## config.mk

```make
export PLATFORM = sky130hd
export DESIGN_NAME = rsh_mul
export DESIGN_NICKNAME = d
export VERILOG_FILES = /design/src/rtl/rsh_pkg.sv /design/src/rtl/rsh_mul.sv
export SDC_FILE = /design/constraint.sdc
export NUM_CORES = 2
export LEC_CHECK = 0
export BUFFER_PORTS_ARGS = -buffer_cell sky130_fd_sc_hd__buf_4
export CORE_UTILIZATION = 51
export DETAILED_ROUTE_END_ITERATION = 10
export PLACE_DENSITY = 0.74
export SLEW_MARGIN = 20
export SYNTH_ARGS = -nofsm -noshare
export SYNTH_HDL_FRONTEND = slang
export SYNTH_SLANG_ARGS = --single-unit
```

## constraint.sdc

```tcl
create_clock -name clk -period 11.1 [get_ports clk]
set_input_delay 1.665 -clock clk [delete_from_list [all_inputs] [get_ports clk]]
set_output_delay 1.665 -clock clk [all_outputs]
set_load 0.01 [all_outputs]
```

## src/rtl/rsh_pkg.sv

```systemverilog
`default_nettype none

package rsh_pkg;

    localparam int DW             = 40;   // internal Q.28 datapath width
    localparam int QF             = 28;   // fraction bits of the datapath
    localparam int VAL_W          = 32;
    localparam int DEG_W          = 3;
    localparam int IDX_W          = 4;
    localparam int PADDR_W        = 2;
    localparam int PDATA_W        = 32;
    localparam int MAX_DEGREE_DEF = 4;
    localparam int TABLE_DEGREE   = 4;
    localparam int DIV_STEPS      = 30;

    localparam logic [PADDR_W-1:0] ADDR_DEGREE = '0;
    localparam logic signed [DW-1:0] QONE = 40'sh00_1000_0000;

    typedef enum logic [3:0] {
        ST_IDLE,
        ST_NORM,
        ST_SQ_ISSUE,
        ST_SQ_WAIT,
        ST_SQ_DONE,
        ST_SQRT,
        ST_DIV_INIT,
        ST_DIV,
        ST_MUL_ISSUE,
        ST_MUL_WAIT,
        ST_MUL_DONE,
        ST_EMIT
    } state_t;

    typedef enum logic [3:0] {
        OP_Z2,
        OP_Z3,
        OP_Z4,
        OP_V0,
        OP_CX,
        OP_SY,
        OP_SX,
        OP_CY,
        OP_G,
        OP_VC,
        OP_VS
    } op_t;

    // Normalization constants K_lm in Q.28.
    function automatic logic signed [DW-1:0] k_coef(input logic [DEG_W-1:0] d,
                                                    input logic [DEG_W-1:0] m);
        logic signed [DW-1:0] k;
        unique case ({d, m})
            6'o00:   k = 40'sd75724244;
            6'o10:   k = 40'sd131158238;
            6'o11:   k = 40'sd131158238;
            6'o20:   k = 40'sd84662279;
            6'o21:   k = 40'sd293278736;
            6'o22:   k = 40'sd146639368;
            6'o30:   k = 40'sd100173759;
            6'o31:   k = 40'sd122687298;
            6'o32:   k = 40'sd387971300;
            6'o33:   k = 40'sd158388620;
            6'o40:   k = 40'sd28396592;
            6'o41:   k = 40'sd179595814;
            6'o42:   k = 40'sd126993418;
            6'o43:   k = 40'sd475165860;
            6'o44:   k = 40'sd167996501;
            default: k = '0;
        endcase
        return k;
    endfunction

    // Legendre polynomial in z, Condon-Shortley sign included.
    function automatic logic signed [DW-1:0] p_val(input logic [DEG_W-1:0] d,
                                                   input logic [DEG_W-1:0] m,
                                                   input logic signed [DW-1:0] z,
                                                   input logic signed [DW-1:0] z2,
                                                   input logic signed [DW-1:0] z3,
                                                   input logic signed [DW-1:0] z4);
        logic signed [DW-1:0] p;
        p = QONE;
        unique case (d)
            3'd1:
            begin
                p = (m == 3'd0) ? z : -QONE;
            end
            3'd2:
            begin
                if (m == 3'd0)
                    p = 40'sd3 * z2 - QONE;
                else if (m == 3'd1)
                    p = -z;
                else
                    p = QONE;
            end
            3'd3:
            begin
                if (m == 3'd0)
                    p = 40'sd5 * z3 - 40'sd3 * z;
                else if (m == 3'd1)
                    p = -(40'sd5 * z2 - QONE);
                else if (m == 3'd2)
                    p = z;
                else
                    p = -QONE;
            end
            3'd4:
            begin
                if (m == 3'd0)
                    p = 40'sd35 * z4 - 40'sd30 * z2 + 40'sd3 * QONE;
                else if (m == 3'd1)
                    p = -(40'sd7 * z3 - 40'sd3 * z);
                else if (m == 3'd2)
                    p = 40'sd7 * z2 - QONE;
                else if (m == 3'd3)
                    p = -z;
                else
                    p = QONE;
            end
            default:
            begin
                p = QONE;
            end
        endcase
        return p;
    endfunction

    function automatic logic signed [VAL_W-1:0] sat_val(input logic signed [DW-1:0] v);
        logic signed [VAL_W-1:0] r;
        if (v > 40'sd2147483647)
            r = 32'sh7fff_ffff;
        else if (v < -40'sd2147483648)
            r = 32'sh8000_0000;
        else
            r = v[VAL_W-1:0];
        return r;
    endfunction

    function automatic logic [VAL_W-1:0] mag_of(input logic [VAL_W-1:0] v);
        return v[VAL_W-1] ? (~v + 1'b1) : v;
    endfunction

endpackage

`default_nettype wire

```

## src/rtl/rsh_mul.sv

```systemverilog
`default_nettype none

// Shared signed multiplier. The product of a by b is formed in two passes
// through one DW x (DW/2+1) multiplier: the low half of b first, then the
// high half added in shifted; the full product is ready after the second pass.
module rsh_mul import rsh_pkg::*; (
    input  wire logic                   clk,
    input  wire logic                   rst_n,
    input  wire logic                   start,
    input  wire logic signed [DW-1:0]   a,
    input  wire logic signed [DW-1:0]   b,
    output logic signed [2*DW-1:0]      prod,
    output logic signed [DW-1:0]        qprod
);

    localparam int HW = DW / 2;
    localparam logic signed [2*DW-1:0] RND = (2*DW)'(1) <<< (QF - 1);

    logic                     phase_reg;
    logic signed [DW-1:0]     a_hold_reg;
    logic signed [DW-HW-1:0]  bhi_reg;
    logic signed [2*DW-1:0]   acc_reg;

    logic signed [DW-1:0]     op_a;
    logic signed [HW:0]       op_b;
    logic signed [DW+HW:0]    pp;
    logic signed [2*DW-1:0]   rnd;

    always_comb
    begin
        op_a = phase_reg ? a_hold_reg : a;
        op_b = phase_reg ? {bhi_reg[DW-HW-1], bhi_reg} : {1'b0, b[HW-1:0]};
        pp   = op_a * op_b;
    end

    always_ff @(posedge clk or negedge rst_n)
    begin
        if (!rst_n)
            phase_reg <= 1'b0;
        else if (phase_reg)
            phase_reg <= 1'b0;
        else if (start)
            phase_reg <= 1'b1;
    end

    always_ff @(posedge clk)
    begin
        if (phase_reg)
        begin
            acc_reg <= acc_reg + ((2*DW)'(pp) <<< HW);
        end
        else if (start)
        begin
            acc_reg    <= (2*DW)'(pp);
            a_hold_reg <= a;
            bhi_reg    <= b[DW-1:HW];
        end
    end

    always_comb
    begin
        rnd   = acc_reg + RND;
        prod  = acc_reg;
        qprod = rnd[DW+QF-1:QF];
    end

endmodule

`default_nettype wire

```

Yosys cells after proc, flatten, opt, wreduce, memory -nomap -nowiden
Cells that the tools add are included.
W data, S select, Z words.

storage, ports and cells
  register bits after elaboration = 141
  input bits = 83
  output and inout bits = 120

operators by class
  add/sub/neg operators = 2
  $mul = 1
  mux-type cells = 6
  bitwise logic cells = 1
  reductions and logical operators = 2

operators by type and width
  kind                      count
  $mux W80                  2
  $add A80 B80 Y80          1
  $add A68 B29 Y68 const B  1
  $mul A40 B21 Y61          1
  $mux W40                  1
  $mux W21                  1
  $mux W1                   2
  $reduce_and A2 Y1         1
  $reduce_bool A2 Y1        1
  $not A1 Y1                1

Depth between registers and ports, before layout
  depth in word-level cells = 4
  mapped depth = 42
  depth with buffers taken out = 37

Worst setup path after synthesis
No wires, ideal clock.

  path type = input-to-reg
  from = in b[9]
  to = reg acc_reg[76], in the netlist prod[76], data pin
  setup time = 0.256 ns
  arrival = 10.487 ns
  slack = 0.357 ns
  stages = 36
  cell sequence = mux2i_1 -> clkbuf_1 -> nor2_1 -> fa_1 -> inv_1 -> fa_1 -> fa_1 -> inv_1 -> fa_1 -> fa_1 -> fa_1 -> inv_1 -> fa_1 -> inv_1 -> ha_1 -> a21oi_1 -> o21bai_1 -> a221o_1 -> and3_1 -> nor3_1 -> nor2_1 -> a31o_2 -> a21oi_1 -> xnor2_1 -> ha_1 -> clkbuf_1 -> nand4_1 -> nor2_1 -> a221oi_1 -> nand2_1 -> a41o_1 -> a221o_1 -> a21oi_1 -> o21ai_2 -> or3_1 -> a41o_2

between the ends
  cells in the longest elaborated chain, start to end = 4
  elaborated cells on any way between the ends = 5
  classes of those cells = 1 x add/sub; 1 x mul; 3 x mux

RTL lines
  what                                                 RTL line                      source
  from (decl)                                          rsh_mul.sv:11                 input wire logic signed [DW-1:0] b,
  $mux W21 *                                           rsh_mul.sv:32                 op_b = phase_reg ? {bhi_reg[DW-HW-1], bhi_reg} : {1'b0, b[HW-1:0]};
  $mul A40 B21 Y61 *                                   rsh_mul.sv:33                 pp = op_a * op_b;
  $add A80 B80 Y80 / $mux W80 (equally long branches)  rsh_mul.sv:50, rsh_mul.sv:52
  $mux W80 *                                           rsh_mul.sv:48                 if (phase_reg)
  to (signal assigned)                                 rsh_mul.sv:50                 acc_reg <= acc_reg + ((2*DW)'(pp) <<< HW);
  to (signal assigned)                                 rsh_mul.sv:54                 acc_reg <= (2*DW)'(pp);
  to (decl)                                            rsh_mul.sv:22                 logic signed [2*DW-1:0] acc_reg;

Every way passes the cells marked *; elsewhere a longest branch is shown, timed or not. The select of a mux whose other input is x is not followed.
A chain may end at the register's enable or synchronous reset.

Worst setup path in the final report
  from = in b[6]
  to = reg acc_reg[76], in the netlist prod[76], data pin

Same word-level chain as after synthesis.

==> summary.txt <==
Pre-Repair DR Iteration Count: 6
Final Util: 58.2%
Synth Register Bits: 141
Starting Density: 51.5%
Layout Nets: 5699
Synth-to-Final Area Change: 13.0%
Cell Rows: 100
Max incr delay on CP: 0.50 ns
Status: finished, final reports clean
Global-route wire length before repair: 183 mm
Overflow after GRT: 0
Async S/R FF share, synth: 0.709%
Place WS: -0.0337 ns
Clock sink count: 141
Number of remaining DRC errors: 0
Main synth FF type: edfxtp_1
Crit path kind: in -> reg
Reg area: 4230 sq um
CORE AREA: 74400 sq um
Mean post-synth cell area: 9.02 sq um
Die area: 76300 sq um
Synthesized cell area: 38300 sq um
Multi-input logic area: 29800 sq um
Total GRT Usage: 31.5%
Die Height: 276 um
Vias in the first global route: 32600
Setup TNS: 0 ns
H-tree lvl count: 4
Largest net degree at the start of global routing: 61
Root buffer cell: clkbuf_16
Slew Limit Fails: 0
Fmax: 94.1 MHz
1st-iter DRT viols: 2512
Die X-Extent: 276 um
YS warnings: 0
CTS clk-pin slew, worst paths: 0.08 ns
CP required: 11.37 ns
Most numerous cell on the critical path: fa_1
Fin. Hold Viols: 0
TritonCTS clock tree: yes
Fillers: 6426
Register area share after synthesis: 11.0%
Slew HR: 40.4%
CTS max path bufs: 2
Top Ports: 203
Crit-path max FO: 7
Wirelength, routed: 118 mm
Synth Net Count: 5367
Setup violations, final: 0
Worst Tran Pin Value: 0.895 ns
IO buf count: 202
Final worst slack: 0.469 ns
Critical path arrival: 10.90 ns
Worst setup SP type: primary input
Mapped Cells: 4252
Initial antenna violation count: 2
RSZ-0062 raised after global routing: false
Number of flops mapped to enable cells by yosys: 140
HPWL after DPL: 98.7 mm
Setup Skew: 0.0177 ns
Routed wire per std cell: 21.3 um
GPL Wtd Cong: 0.991
Min-Delay Path Class: reg -> reg
Antenna-violating nets left: 0
Detailed-route via count: 31300
CP Capture Type: flop
Latest clock arrival within the worst-skew pair: 0.52 ns
Max Cap Viol: 0
Period utilization: 95.8%
Yosys cell types: 80
Reg-to-reg setup timing slack: 0.62 ns
Number of flip-flops in the largest register: 80
Vias per std cell: 5.62
CTS buffer count: 17
Min Tclk post-route: 10.63 ns
Crit path max-delay cell type: a2111oi_1
Layout cells sized above 1: 13.8%
==> cell usage after synthesis, drive strengths merged (23+ instances only) <==
cell	instances	area share (%)
nand2b	26	0.42
fa	821	43
nor3	23	0.30
mux2	82	2.4
o21bai	26	0.51
edfxtp	140	11
nor2	308	3.0
a31oi	23	0.38
and2	63	1.0
ha	211	6.9
a21oi	121	1.6
nand2	679	6.7
xor2	56	1.3
mux2i	46	1.2
xnor2	95	2.2
a21o	58	1.2
nand3	48	0.63
clkbuf	158	1.5
inv	967	9.5
nand4	27	0.44
o21ai	78	1.0
==> final cells by class <==
| type | instances | area share [%] |
|---|---|---|
| timing repair buffer | 486 | 8.72 |
| inverter | 967 | 8.38 |
| multi-input combinational | 2971 | 68.9 |
| antenna | 1 | 0.00578 |
| clock inverter | 15 | 0.442 |
| sequential | 141 | 9.77 |
| tap | 969 | 2.80 |
| clock buffer | 17 | 0.982 |
==> metal layers <==
layer / vias up / share of wire [%] / track usage [%]
met3: 340 / 9.2 / 6.07
met5: - / 0.0093 / 0
met4: 2 / 5.0 / 13.9
li1: 13600 / - / -
met1: 15700 / 39 / 40.8
met2: 1653 / 47 / 51.6
==> cells in the final DEF (no fill, tap or decap), types with 12 or more instances in the layout <==
master / n
inv_1: 967
fa_1: 821
nand2_1: 678
buf_4: 475
nor2_1: 308
ha_1: 211
edfxtp_1: 140
a21oi_1: 120
xnor2_1: 95
mux2_2: 82
o21ai_0: 73
and2_1: 63
xor2_1: 56
a21o_1: 51
nand3_1: 48
mux2i_1: 42
nand4_1: 27
nand2b_1: 26
o21bai_1: 26
a31oi_1: 23
nor3_1: 22
o211ai_1: 18
and3_1: 17
clkbuf_16: 17
o21a_1: 13
nor2b_1: 12
==> cells by family after synthesis <==
group	count (synthesis)	share of synthesized area [%]
simple gates	1237	13.6
buf+inv	1140	11.2
fa+ha+maj	1032	49.8
compound gates	422	7.26
xor+xnor	152	3.51
flops	141	11.0
mux	128	3.61
==> worst max-delay path, delay by kind of cell <==
| kind | cells | cell delay, ns |
|---|---|---|
| AO/OA/AOI/OAI | 12 | 2.55 |
| XOR/XNOR | 1 | 0.30 |
| adder cells (fa/ha/maj) | 9 | 3.75 |
| buffers and inverters | 9 | 1.17 |
| multiplexers | 1 | 0.12 |
| AND/OR/NAND/NOR | 7 | 1.30 |
==> path summary, 6_finish.rpt <==
check / from / to / cells past startpoint
worst min register to register: prod[20] / prod[20] / 3
max in group asynchronous: rst_n / phase_reg / 1
worst min-delay path: prod[20] / prod[20] / 3
worst max-delay path: b[6] / prod[76] / 39
worst max register to register: phase_reg / prod[78] / 36
min in group asynchronous: rst_n / phase_reg / 1
==> stage by stage <==
stage | hold slack [ns] | std cells | cell area, sq um
2_1_floorplan | 0.707 | 4252 | 38300
3_3_place_gp | 0.796 | 5532 | 42700
3_5_place_dp | 0.779 | 5532 | 42700
4_1_cts | 0.798 | 5564 | 43300
5_1_grt | 0.830 | 5566 | 43300
6_report | 0.808 | 5567 | 43300
==> timing repair <==
action / in CTS / in global routing
buffers inserted: 0 / 2
hold buffers: 0 / 0
endpoints found under the setup margin: 0 / 10
resized for setup: 0 / 3
hold endpoints to repair: 0 / 0
Power is not shown: default switching activity piles up to over one toggle a cycle in this logic, so the estimate is an artifact.
